==> config.mk <==
export PLATFORM = sky130hd
export DESIGN_NAME = c_subset_token_scanner_unit
export DESIGN_NICKNAME = d
export VERILOG_FILES = /design/src/sv/cts_pkg.sv /design/src/sv/cts_front.sv /design/src/sv/cts_fifo.sv /design/src/sv/cts_back.sv /design/src/sv/c_subset_token_scanner_unit.sv
export SDC_FILE = /design/constraint.sdc
export NUM_CORES = 1
export LEC_CHECK = 0
export BUFFER_PORTS_ARGS = -buffer_cell sky130_fd_sc_hd__buf_2
export CAP_MARGIN = 20
export CELL_PAD_IN_SITES_DETAIL_PLACEMENT = 0
export CELL_PAD_IN_SITES_GLOBAL_PLACEMENT = 2
export CORE_ASPECT_RATIO = 2
export CORE_MARGIN = 2
export CORE_UTILIZATION = 40
export DETAILED_ROUTE_END_ITERATION = 10
export PLACE_DENSITY_LB_ADDON = 0.15
export SYNTH_ARGS = -nofsm -noshare
export SYNTH_HDL_FRONTEND = slang
export SYNTH_SLANG_ARGS = --single-unit
==> constraint.sdc <==
create_clock -name clk -period 6 [get_ports clk]
set_input_delay 0.9 -clock clk [delete_from_list [all_inputs] [get_ports clk]]
set_output_delay 0.9 -clock clk [all_outputs]
set_load 0.05 [all_outputs]
==> src/sv/cts_pkg.sv <==
// shared types, constants and character tables of the token scanner
`timescale 1ns / 1ps
package cts_pkg;

	localparam int KW_COUNT = 6;
	localparam logic [30:0] VALUE_MAX = 31'h7FFF_FFFF;

	// token kinds as they leave the block
	typedef enum logic [2:0] {
		KIND_KEYWORD  = 3'd0,
		KIND_OPERATOR = 3'd1,
		KIND_NUMBER   = 3'd2,
		KIND_IDENT    = 3'd3,
		KIND_TAIL     = 3'd4,
		KIND_ERROR    = 3'd5
	} kind_t;

	// character categories found by the front end
	typedef enum logic [2:0] {
		CC_BLANK  = 3'd0,
		CC_LEAD   = 3'd1,
		CC_SINGLE = 3'd2,
		CC_DIGIT  = 3'd3,
		CC_WORD   = 3'd4,
		CC_BAD    = 3'd5
	} char_cat_t;

	// operators that wait for a following '='
	typedef enum logic [2:0] {
		LEAD_NONE = 3'd0,
		LEAD_EQ   = 3'd1,
		LEAD_BANG = 3'd2,
		LEAD_LT   = 3'd3,
		LEAD_GT   = 3'd4
	} lead_t;

	typedef enum logic [3:0] {
		MODE_IDLE   = 4'b0001,
		MODE_WORD   = 4'b0010,
		MODE_NUMBER = 4'b0100,
		MODE_OPER   = 4'b1000
	} mode_t;

	// one-byte operator details of the lookahead characters
	localparam logic [4:0] OP_ASSIGN = 5'd8;
	localparam logic [4:0] OP_LESS   = 5'd16;
	localparam logic [4:0] OP_MORE   = 5'd17;

	// classified input beat
	typedef struct packed {
		logic       eot;
		char_cat_t  cat;
		lead_t      lead;
		logic [4:0] op_detail;
		logic [7:0] ch;
	} item_t;

	typedef struct packed {
		kind_t       kind;
		logic [4:0]  detail;
		logic [15:0] start;
		logic [15:0] length;
		logic [30:0] value;
		logic        last;
	} token_t;

	function automatic logic [2:0] kw_len(input logic [2:0] idx);
		case (idx)
			3'd0: return 3'd3;
			3'd1: return 3'd2;
			3'd2: return 3'd4;
			3'd3: return 3'd3;
			3'd4: return 3'd5;
			3'd5: return 3'd6;
			default: return 3'd0;
		endcase
	endfunction

	// keyword spelling: int if else for while return
	function automatic logic [7:0] kw_char(input logic [2:0] idx, input logic [2:0] pos);
		logic [7:0] c;
		c = 8'h00;
		case (idx)
			3'd0: begin
				case (pos)
					3'd0: c = 8'h69;
					3'd1: c = 8'h6E;
					3'd2: c = 8'h74;
					default: c = 8'h00;
				endcase
			end
			3'd1: begin
				case (pos)
					3'd0: c = 8'h69;
					3'd1: c = 8'h66;
					default: c = 8'h00;
				endcase
			end
			3'd2: begin
				case (pos)
					3'd0: c = 8'h65;
					3'd1: c = 8'h6C;
					3'd2: c = 8'h73;
					3'd3: c = 8'h65;
					default: c = 8'h00;
				endcase
			end
			3'd3: begin
				case (pos)
					3'd0: c = 8'h66;
					3'd1: c = 8'h6F;
					3'd2: c = 8'h72;
					default: c = 8'h00;
				endcase
			end
			3'd4: begin
				case (pos)
					3'd0: c = 8'h77;
					3'd1: c = 8'h68;
					3'd2: c = 8'h69;
					3'd3: c = 8'h6C;
					3'd4: c = 8'h65;
					default: c = 8'h00;
				endcase
			end
			3'd5: begin
				case (pos)
					3'd0: c = 8'h72;
					3'd1: c = 8'h65;
					3'd2: c = 8'h74;
					3'd3: c = 8'h75;
					3'd4: c = 8'h72;
					3'd5: c = 8'h6E;
					default: c = 8'h00;
				endcase
			end
			default: c = 8'h00;
		endcase
		return c;
	endfunction

	function automatic logic kw_hit(input logic [2:0] idx, input logic [2:0] pos,
		input logic [7:0] ch);
		return (pos < kw_len(idx)) && (kw_char(idx, pos) == ch);
	endfunction

	function automatic item_t classify(input logic [7:0] ch);
		item_t it;
		it.eot = 1'b0;
		it.cat = CC_BAD;
		it.lead = LEAD_NONE;
		it.op_detail = 5'd0;
		it.ch = ch;
		case (ch)
			8'h09, 8'h0A, 8'h0D, 8'h20: it.cat = CC_BLANK;
			8'h3D: begin it.cat = CC_LEAD; it.lead = LEAD_EQ;   end // =
			8'h21: begin it.cat = CC_LEAD; it.lead = LEAD_BANG; end // !
			8'h3C: begin it.cat = CC_LEAD; it.lead = LEAD_LT;   end // <
			8'h3E: begin it.cat = CC_LEAD; it.lead = LEAD_GT;   end // >
			8'h2B: begin it.cat = CC_SINGLE; it.op_detail = 5'd4;  end // +
			8'h2D: begin it.cat = CC_SINGLE; it.op_detail = 5'd5;  end // -
			8'h2A: begin it.cat = CC_SINGLE; it.op_detail = 5'd6;  end // *
			8'h2F: begin it.cat = CC_SINGLE; it.op_detail = 5'd7;  end // /
			8'h26: begin it.cat = CC_SINGLE; it.op_detail = 5'd9;  end // &
			8'h2C: begin it.cat = CC_SINGLE; it.op_detail = 5'd10; end // ,
			8'h3B: begin it.cat = CC_SINGLE; it.op_detail = 5'd11; end // ;
			8'h28: begin it.cat = CC_SINGLE; it.op_detail = 5'd12; end // (
			8'h29: begin it.cat = CC_SINGLE; it.op_detail = 5'd13; end // )
			8'h7B: begin it.cat = CC_SINGLE; it.op_detail = 5'd14; end // {
			8'h7D: begin it.cat = CC_SINGLE; it.op_detail = 5'd15; end // }
			default: begin
				if (ch >= 8'h30 && ch <= 8'h39) begin
					it.cat = CC_DIGIT;
				end else if ((ch >= 8'h41 && ch <= 8'h5A) || (ch >= 8'h61 && ch <= 8'h7A)
					|| ch == 8'h5F) begin
					it.cat = CC_WORD;
				end else begin
					it.cat = CC_BAD;
				end
			end
		endcase
		return it;
	endfunction

endpackage

==> src/sv/cts_front.sv <==
// input side: takes text beats, classifies each byte and queues it
`timescale 1ns / 1ps
module cts_front import cts_pkg::*; (
	input  logic       s_axis_tvalid,
	output logic       s_axis_tready,
	input  logic [7:0] s_axis_tdata,  // text_byte
	input  logic       s_axis_tlast,  // end_of_text
	output logic       push,
	output item_t      push_item,
	input  logic       queue_full
);

	item_t cls;

	always_comb begin
		cls = classify(s_axis_tdata);
		cls.eot = s_axis_tlast;
	end

	assign s_axis_tready = !queue_full;
	assign push          = s_axis_tvalid && !queue_full;
	assign push_item     = cls;

endmodule

==> src/sv/cts_fifo.sv <==
// small register queue between the classifier and the scanner
`timescale 1ns / 1ps
module cts_fifo #(
	parameter int WIDTH = 8,
	parameter int DEPTH = 4
) (
	input  logic             clk,
	input  logic             arst_n,
	input  logic             wr_en,
	input  logic [WIDTH-1:0] wr_data,
	output logic             full,
	input  logic             rd_en,
	output logic [WIDTH-1:0] rd_data,
	output logic             empty
);

	localparam int PW = (DEPTH > 1) ? $clog2(DEPTH) : 1;
	localparam int CW = $clog2(DEPTH + 1);

	logic [WIDTH-1:0] mem_q [DEPTH];
	logic [PW-1:0]    wr_ptr_q;
	logic [PW-1:0]    rd_ptr_q;
	logic [CW-1:0]    count_q;
	logic             do_wr;
	logic             do_rd;

	assign full    = (count_q == CW'(DEPTH));
	assign empty   = (count_q == '0);
	assign do_wr   = wr_en && !full;
	assign do_rd   = rd_en && !empty;
	assign rd_data = mem_q[rd_ptr_q];

	always_ff @(posedge clk or negedge arst_n) begin
		if (!arst_n) begin
			wr_ptr_q <= '0;
			rd_ptr_q <= '0;
			count_q  <= '0;
		end else begin
			if (do_wr) begin
				wr_ptr_q <= (wr_ptr_q == PW'(DEPTH - 1)) ? '0 : wr_ptr_q + 1'b1;
			end
			if (do_rd) begin
				rd_ptr_q <= (rd_ptr_q == PW'(DEPTH - 1)) ? '0 : rd_ptr_q + 1'b1;
			end
			if (do_wr && !do_rd) begin
				count_q <= count_q + 1'b1;
			end else if (do_rd && !do_wr) begin
				count_q <= count_q - 1'b1;
			end
		end
	end

	always_ff @(posedge clk) begin
		if (do_wr) begin
			mem_q[wr_ptr_q] <= wr_data;
		end
	end

endmodule

==> src/sv/cts_back.sv <==
// scanner proper: token state, token assembly and output register pair
`timescale 1ns / 1ps
module cts_back import cts_pkg::*; #(
	parameter int OFFSET_BITS = 16
) (
	input  logic        clk,
	input  logic        arst_n,
	input  logic        head_valid,
	input  item_t       head,
	output logic        pop,
	output logic        m_axis_tvalid,
	input  logic        m_axis_tready,
	output logic [71:0] m_axis_tdata,  // detail, start, length, value, zero pad
	output logic [2:0]  m_axis_tuser,  // token_kind
	output logic        m_axis_tlast   // last_of_run
);

	localparam int OB = OFFSET_BITS;

	mode_t            mode_q, mode_n;
	lead_t            pend_q, pend_n;
	logic [OB-1:0]    begin_q, begin_n;
	logic [OB-1:0]    pos_q, pos_n;
	logic [KW_COUNT-1:0] cand_q, cand_n;
	logic [30:0]      acc_q, acc_n;
	logic             hold_q, hold_n;

	token_t           out_q, spare_q;
	logic             out_valid_q, spare_valid_q;

	logic [OB-1:0]    len;
	logic             len_small;
	logic [34:0]      acc_ext;
	logic [34:0]      acc_prod;
	logic [30:0]      acc_sat;
	logic [KW_COUNT-1:0] cand_nar, cand_first;
	logic             kw_found;
	logic [2:0]       kw_idx;
	logic             cont;
	logic             hold_mid;
	token_t           tok_a, tok_b, first_tok, second_tok;
	logic             tok_a_v, tok_b_v;
	logic             can_take;
	logic             out_fire;

	always_comb begin
		len       = pos_q - begin_q;
		len_small = (len < OB'(8));
		acc_ext   = {4'b0, acc_q};
		acc_prod  = (acc_ext << 3) + (acc_ext << 1) + {31'b0, head.ch[3:0]};
		acc_sat   = (acc_prod > {4'b0, VALUE_MAX}) ? VALUE_MAX : acc_prod[30:0];
		kw_found  = 1'b0;
		kw_idx    = 3'd0;
		for (int i = 0; i < KW_COUNT; i++) begin
			cand_nar[i]   = cand_q[i] && len_small && kw_hit(3'(i), len[2:0], head.ch);
			cand_first[i] = kw_hit(3'(i), 3'd0, head.ch);
		end
		// lowest index wins; spellings differ so at most one matches anyway
		for (int i = KW_COUNT - 1; i >= 0; i--) begin
			if (cand_q[i] && len == OB'(kw_len(3'(i)))) begin
				kw_found = 1'b1;
				kw_idx   = 3'(i);
			end
		end
	end

	// next token state and up to two tokens for the head item
	always_comb begin
		mode_n   = mode_q;
		pend_n   = pend_q;
		begin_n  = begin_q;
		pos_n    = pos_q;
		cand_n   = cand_q;
		acc_n    = acc_q;
		hold_mid = hold_q;
		hold_n   = hold_q;
		cont     = 1'b0;
		tok_a_v  = 1'b0;
		tok_b_v  = 1'b0;
		tok_a    = '{kind: KIND_TAIL, detail: 5'd0, start: 16'd0, length: 16'd0,
			value: 31'd0, last: 1'b0};
		tok_b    = tok_a;

		if (!hold_q) begin
			case (mode_q)
				MODE_WORD: begin
					if (!head.eot && (head.cat == CC_WORD || head.cat == CC_DIGIT)) begin
						cand_n = cand_nar;
						cont   = 1'b1;
					end else begin
						tok_a_v       = 1'b1;
						tok_a.kind    = kw_found ? KIND_KEYWORD : KIND_IDENT;
						tok_a.detail  = kw_found ? {2'b0, kw_idx} : 5'd0;
						tok_a.start   = 16'(begin_q);
						tok_a.length  = 16'(len);
					end
				end
				MODE_NUMBER: begin
					if (!head.eot && head.cat == CC_DIGIT) begin
						acc_n = acc_sat;
						cont  = 1'b1;
					end else begin
						tok_a_v      = 1'b1;
						tok_a.kind   = KIND_NUMBER;
						tok_a.start  = 16'(begin_q);
						tok_a.length = 16'(len);
						tok_a.value  = acc_q;
					end
				end
				MODE_OPER: begin
					tok_a_v     = 1'b1;
					tok_a.start = 16'(begin_q);
					pend_n      = LEAD_NONE;
					if (!head.eot && head.cat == CC_LEAD && head.lead == LEAD_EQ) begin
						// two-byte operator
						tok_a.kind   = KIND_OPERATOR;
						tok_a.detail = 5'(pend_q) - 5'd1;
						tok_a.length = 16'd2;
						cont         = 1'b1;
					end else if (pend_q == LEAD_BANG) begin
						// lone bang
						tok_a.kind   = KIND_ERROR;
						tok_a.length = 16'd1;
						hold_mid     = 1'b1;
					end else begin
						tok_a.kind   = KIND_OPERATOR;
						tok_a.length = 16'd1;
						case (pend_q)
							LEAD_LT: tok_a.detail = OP_LESS;
							LEAD_GT: tok_a.detail = OP_MORE;
							default: tok_a.detail = OP_ASSIGN;
						endcase
					end
				end
				default: ;
			endcase
			if (mode_q != MODE_OPER && cont) begin
				mode_n = mode_q;
			end else begin
				mode_n = MODE_IDLE;
			end
		end

		if (cont) begin
			pos_n = pos_q + 1'b1;
		end else if (head.eot) begin
			tok_b_v      = 1'b1;
			tok_b.kind   = KIND_TAIL;
			tok_b.start  = 16'(pos_q);
			mode_n       = MODE_IDLE;
			pend_n       = LEAD_NONE;
			begin_n      = '0;
			pos_n        = '0;
			cand_n       = '1;
			acc_n        = 31'd0;
			hold_n       = 1'b0;
		end else begin
			hold_n = hold_mid;
			if (!hold_mid) begin
				case (head.cat)
					CC_LEAD: begin
						begin_n = pos_q;
						pend_n  = head.lead;
						mode_n  = MODE_OPER;
					end
					CC_SINGLE: begin
						tok_b_v      = 1'b1;
						tok_b.kind   = KIND_OPERATOR;
						tok_b.detail = head.op_detail;
						tok_b.start  = 16'(pos_q);
						tok_b.length = 16'd1;
					end
					CC_DIGIT: begin
						begin_n = pos_q;
						acc_n   = {27'b0, head.ch[3:0]};
						mode_n  = MODE_NUMBER;
					end
					CC_WORD: begin
						begin_n = pos_q;
						cand_n  = cand_first;
						mode_n  = MODE_WORD;
					end
					CC_BAD: begin
						tok_b_v      = 1'b1;
						tok_b.kind   = KIND_ERROR;
						tok_b.start  = 16'(pos_q);
						tok_b.length = 16'd1;
						hold_n       = 1'b1;
					end
					default: ;
				endcase
			end
			pos_n = pos_q + 1'b1;
		end

		first_tok       = tok_a_v ? tok_a : tok_b;
		first_tok.last  = !(tok_a_v && tok_b_v);
		second_tok      = tok_b;
		second_tok.last = 1'b1;
	end

	assign out_fire = out_valid_q && m_axis_tready;
	// output pair has room for two fresh tokens after this edge
	assign can_take = !out_valid_q || (out_fire && !spare_valid_q);
	assign pop      = head_valid && ((!tok_a_v && !tok_b_v) || can_take);

	always_ff @(posedge clk or negedge arst_n) begin
		if (!arst_n) begin
			mode_q        <= MODE_IDLE;
			pend_q        <= LEAD_NONE;
			begin_q       <= '0;
			pos_q         <= '0;
			cand_q        <= '1;
			acc_q         <= 31'd0;
			hold_q        <= 1'b0;
			out_valid_q   <= 1'b0;
			spare_valid_q <= 1'b0;
		end else begin
			if (pop) begin
				mode_q  <= mode_n;
				pend_q  <= pend_n;
				begin_q <= begin_n;
				pos_q   <= pos_n;
				cand_q  <= cand_n;
				acc_q   <= acc_n;
				hold_q  <= hold_n;
			end
			if (pop && (tok_a_v || tok_b_v)) begin
				out_valid_q   <= 1'b1;
				spare_valid_q <= tok_a_v && tok_b_v;
			end else if (out_fire) begin
				out_valid_q   <= spare_valid_q;
				spare_valid_q <= 1'b0;
			end
		end
	end

	always_ff @(posedge clk) begin
		if (pop && (tok_a_v || tok_b_v)) begin
			out_q   <= first_tok;
			spare_q <= second_tok;
		end else if (out_fire && spare_valid_q) begin
			out_q <= spare_q;
		end
	end

	assign m_axis_tvalid = out_valid_q;
	assign m_axis_tdata  = {4'b0, out_q.value, out_q.length, out_q.start, out_q.detail};
	assign m_axis_tuser  = out_q.kind;
	assign m_axis_tlast  = out_q.last;

endmodule

==> src/sv/c_subset_token_scanner_unit.sv <==
// top level of the c subset token scanner
// path: an accepted byte is written into the byte queue, and the token it closes is registered
// into the output register pair when the scanner pops that byte from the queue
// throughput: one text byte per cycle unless stalled; a two-token byte holds output two beats
// the rate is set by the scanner's single token-state update and its two-deep output register
// reset: arst_n clears the scanner state, empties the byte queue and drops any pending tokens
`timescale 1ns / 1ps
module c_subset_token_scanner_unit import cts_pkg::*; #(
	parameter int OFFSET_BITS = 16,
	parameter int QUEUE_DEPTH = 4
) (
	input  logic        clk,
	input  logic        arst_n,
	// source text, one byte per beat
	input  logic        s_axis_tvalid,
	output logic        s_axis_tready,
	input  logic [7:0]  s_axis_tdata,  // [7:0] text_byte
	input  logic        s_axis_tlast,  // end_of_text: beat carries no character
	// tokens
	output logic        m_axis_tvalid,
	input  logic        m_axis_tready,
	output logic [71:0] m_axis_tdata,  // [4:0] token_detail, [20:5] token_start,
	                                   // [36:21] token_length, [67:37] number_value, zero pad
	output logic [2:0]  m_axis_tuser,  // [2:0] token_kind
	output logic        m_axis_tlast   // last_of_run: last token caused by one input beat
);

	// classified bytes between front end and scanner
	logic  push;
	item_t push_item;
	logic  queue_full;
	logic  queue_empty;
	logic  pop;
	item_t head;

	// front end: handshake and character classification
	cts_front u_front (
		.s_axis_tvalid (s_axis_tvalid),
		.s_axis_tready (s_axis_tready),
		.s_axis_tdata  (s_axis_tdata),
		.s_axis_tlast  (s_axis_tlast),
		.push          (push),
		.push_item     (push_item),
		.queue_full    (queue_full)
	);

	// decoupling queue, lets the input keep flowing while tokens wait
	cts_fifo #(
		.WIDTH ($bits(item_t)),
		.DEPTH (QUEUE_DEPTH)
	) u_queue (
		.clk     (clk),
		.arst_n  (arst_n),
		.wr_en   (push),
		.wr_data (push_item),
		.full    (queue_full),
		.rd_en   (pop),
		.rd_data (head),
		.empty   (queue_empty)
	);

	// back end: token state machine and output register pair
	cts_back #(
		.OFFSET_BITS (OFFSET_BITS)
	) u_back (
		.clk           (clk),
		.arst_n        (arst_n),
		.head_valid    (!queue_empty),
		.head          (head),
		.pop           (pop),
		.m_axis_tvalid (m_axis_tvalid),
		.m_axis_tready (m_axis_tready),
		.m_axis_tdata  (m_axis_tdata),
		.m_axis_tuser  (m_axis_tuser),
		.m_axis_tlast  (m_axis_tlast)
	);

endmodule

==> metrics.yaml <==
outcome:
  status: "complete, no violations"
synthesis:
  synthSimpleGateAreaFrac_pct: 17.5
  synth.distinct_cells: 87
  yosys_warnings: 0
  synth_top_family_by_area: "simple AND/OR/NAND/NOR gates"
  synth_mux_area_share_pct: 4.44
  synth_cells: 1437
  synth_area_mm2: 0.0150
  synth_compound_area_share_pct: 16.5
  yosys.area_share.xor_xnor_pct: 1.99
  synth_ff_type: "edfxtp_1"
  yosys_register_bits: 256
  synthAdderAreaFrac_pct: 7.80
  syn_avg_cell_area_um2: 10.4
  synth_enable_flop_cells: 170
  async_reset_ff_share_pct: 33.6
  yosysSeqAreaShare_pct: 48.5
detailed_routing:
  avgRoutedWirePerCell_um: 22.1
  initialDrtViolationCount: 485
  vias: 11400
  drc: 0
  firstDrtPassIters: 5
  detail-route-antenna-nets: 0
  viasPerCell: 5.72
  drt_wl_total_mm: 43.8
cts:
  clock_path_buffers: 3
  h-tree-depth: 1
  cts_setup_buffers: 0
  clk_latency_ns: 0.55
  cts_buffers: 25
  cts_tree: "done"
  cts_num_sinks: 256
  holdBufCountCts: 0
  root_buffer: "clkbuf_16"
  path_clk_slew_ns: 0.07
  cts_resized: 0
global_routing:
  grt_usage_pct: 22.6
  grt_pass1_vias: 11800
  antenna_found_initial: 0
  grt_pass1_wl_mm: 68.2
  grt_util_met3_pct: 2.12
  grt_max_degree: 56
  use_met2_pct: 47.2
  grt.met1_usage_pct: 21.6
  busiest_layer: "met2"
  gr-total-overflow: 0
setup_path:
  path_cells: "mux4_1 > inv_1 > fa_1 > fa_1 > nand2b_1 > a21oi_1 > o311ai_0 > a31oi_1 > o21ai_0 > a21o_1 > o211ai_1 > buf_4 > nor2_1 > o31ai_1"
  reg2reg_to: "u_back.acc_q[3]$_DFFE_PN0P_"
  rr_startpoint: "u_queue.rd_ptr_q[0]$_DFFE_PN0P_"
  crit_type: "flip-flop to flip-flop"
  worstPathRequired_ns: 6.45
  crit_slowest_cell: "mux4_1"
  end_kind: "flip-flop"
  slowest_delay_ns: 0.78
  worstPathArrival_ns: 5.53
  path_buf_inv: 2
  cp_top_family: "compound AO/OA/AOI/OAI gates"
  r2r_cells: 14
  cp_max_fo: 23
  start_kind: "flip-flop"
  path_common_cell: "fa_1"
  r2r_slack_ns: 0.93
final_layout:
  instances_no_fill: 1985
  nets: 1611
  drive_gt1_share_pct: 12.7
  postLayoutCoreUtil_pct: 45.0
  regArea_mm2: 0.00727
  syn2layout_area_growth_pct: 11.3
  antennaDiodeCount: 0
  fin_area_mm2: 0.0167
  nFillCells: 3609
  multi_input_area_mm2: 0.00727
die:
  num_rows: 100
  dieArea_mm2: 0.0391
  fp.coreArea_mm2: 0.0370
  initial_core_util_pct: 40.4
  io_pins: 91
  die_w_um: 141
  die_h_um: 278
pwr:
  p_total_mw: 9.03
  p_leak_nw: 7.08
  peakVddDrop_uv: 240
  power.density_mw_per_mm2: 542
place:
  port_buffers: 86
  gp_congestion: 0.851
  placed_area_mm2: 0.0159
  place_ws_ns: 0.939
  dp_hpwl_mm: 33.2
  dp_cells: 1939
sta:
  setup_violations: 0
  relSlewSlack_pct: 30.9
  final-max-slew-violation-count: 0
  rsz0062_at_grt: "false"
  finalCritPeriodShare_pct: 84.6
  whs_ns: 0.439
  hold_viol_final: 0
  fin_crit_ns: 5.07
  worst_pin_slew_ns: 1.04
  setup_slack_ns: 0.926
  clock.fmax_ghz: 0.197
  finClkSkew_ns: 0.0121
  setup-tns-final_ns: 0
worst_hold_path:
  hold_path.class: "input port to async pin"
run:
  drv_cap: 0
## kinds of logic (layout without fill, tap and decap cells)
group	Yosys count	in the layout
compound gates	376	376
xor+xnor	34	34
fa+ha+maj	91	91
buf+inv	118	204
flops	256	256
mux	42	42
other cells	1	4
simple gates	519	519
## worst max path at each step
stage | from | endpoint | slack (ns) | cells past startpoint
3_5_place_dp | u_queue.rd_ptr_q[0]$_DFFE_PN0P_ | u_back.acc_q[3]$_DFFE_PN0P_ | 0.94 | 14
3_3_place_gp | u_queue.rd_ptr_q[0]$_DFFE_PN0P_ | u_back.acc_q[3]$_DFFE_PN0P_ | 1.10 | 14
5_1_grt | u_queue.rd_ptr_q[0]$_DFFE_PN0P_ | u_back.acc_q[3]$_DFFE_PN0P_ | 0.61 | 17
6_report | u_queue.rd_ptr_q[0]$_DFFE_PN0P_ | u_back.acc_q[3]$_DFFE_PN0P_ | 0.93 | 14
2_1_floorplan | u_queue.rd_ptr_q[0]$_DFFE_PN0P_ | u_back.m_axis_tdata[0]$_DFFE_PP_ | 1.01 | 10
4_1_cts | u_queue.rd_ptr_q[0]$_DFFE_PN0P_ | u_back.acc_q[3]$_DFFE_PN0P_ | 0.90 | 14
## worst register-to-register path: stages, from the launching register on
cell      delay (ns)
dfrtp_1         0.37
mux4_1          0.78
inv_1           0.27
fa_1            0.50
fa_1            0.45
nand2b_1        0.20
a21oi_1         0.31
o311ai_0        0.22
a31oi_1         0.46
o21ai_0         0.18
a21o_1          0.20
o211ai_1        0.30
buf_4           0.40
nor2_1          0.10
o31ai_1         0.24
## synth_stat cells (13+ instances only)
master | number | share of area [%]
a21o_1 | 30 | 1.5
a21oi_1 | 64 | 2.1
a22o_1 | 22 | 1.3
a31oi_1 | 16 | 0.67
and2_1 | 58 | 2.4
and3_1 | 32 | 1.3
clkbuf_1 | 56 | 1.4
dfrtp_1 | 79 | 13
edfxtp_1 | 170 | 34
ha_1 | 87 | 7.3
inv_1 | 49 | 1.2
mux2i_1 | 20 | 1.3
mux4_2 | 18 | 2.7
nand2_1 | 144 | 3.6
nand2b_1 | 31 | 1.3
nand3_1 | 31 | 1.0
nor2_1 | 106 | 2.7
nor2b_1 | 14 | 0.58
nor3_1 | 40 | 1.3
o211ai_1 | 13 | 0.65
o21ai_0 | 115 | 3.8
xnor2_1 | 18 | 1.1
xor2_1 | 16 | 0.94
## state kept, by name, summed over array words and instances (netlist names)
register,flops
u_back.hold_q,1
u_back.mode_q,4
u_back.pos_q,16
u_back.cand_q,6
u_back.m_axis_tlast,1
u_back.spare_q,22
u_queue.count_q,3
u_back.begin_q,16
u_back.m_axis_tvalid,1
u_back.spare_valid_q,1
u_queue.wr_ptr_q,2
u_back.acc_q,31
u_queue.mem_q,76
u_back.m_axis_tdata,68
u_back.pend_q,3
u_queue.rd_ptr_q,2
u_back.m_axis_tuser,3
## cell type report
type                            count  area share, %
Inverter                           50           1.14
Clock buffer                       36           4.12
Sequential cell                   256           43.6
Timing Repair Buffer              108           3.59
Clock inverter                     10          0.503
Tap cell                          459           3.44
Multi-Input combinational cell   1066           43.6
## cell usage in the layout, fill, tap and decap left out, drive strengths merged, types with 9 or more instances in the layout
master  netlist  final
and2         60     60
clkbuf       56     36
nor2b        14     14
or3          10     10
nand3        31     31
nor2        106    106
buf          12    108
o21a          9      9
o21ai       118    118
a21o         30     30
mux2i        20     20
nand4        10     10
o211ai       13     13
o31ai        10     10
a211oi       10     10
a22o         22     22
dfrtp        79     79
a21oi        64     64
o21bai       11     11
and3         32     32
xor2         16     16
a31oi        16     16
nand2       144    144
ha           87     87
xnor2        18     18
edfxtp      170    170
mux4         19     19
nand2b       31     31
inv          50     52
nor3         40     40
## report_power, final
group          switching, mW  internal (mW)  leakage (nW)  total [mW]
registers              0.207           2.62          2.77        2.83
clock network          0.693          0.842         0.369        1.54
logic                   3.41           1.26          3.94        4.67
total                   4.31           4.72          7.08        9.03
## per-layer routing
| metal | wire (um) | part of all wire [%] |
|---|---|---|
| met5 | 0 | 0 |
| met3 | 1180 | 2.7 |
| met1 | 14700 | 34 |
| met2 | 26100 | 59 |
| met4 | 1900 | 4.3 |
Power figures use the tool's default switching activity.
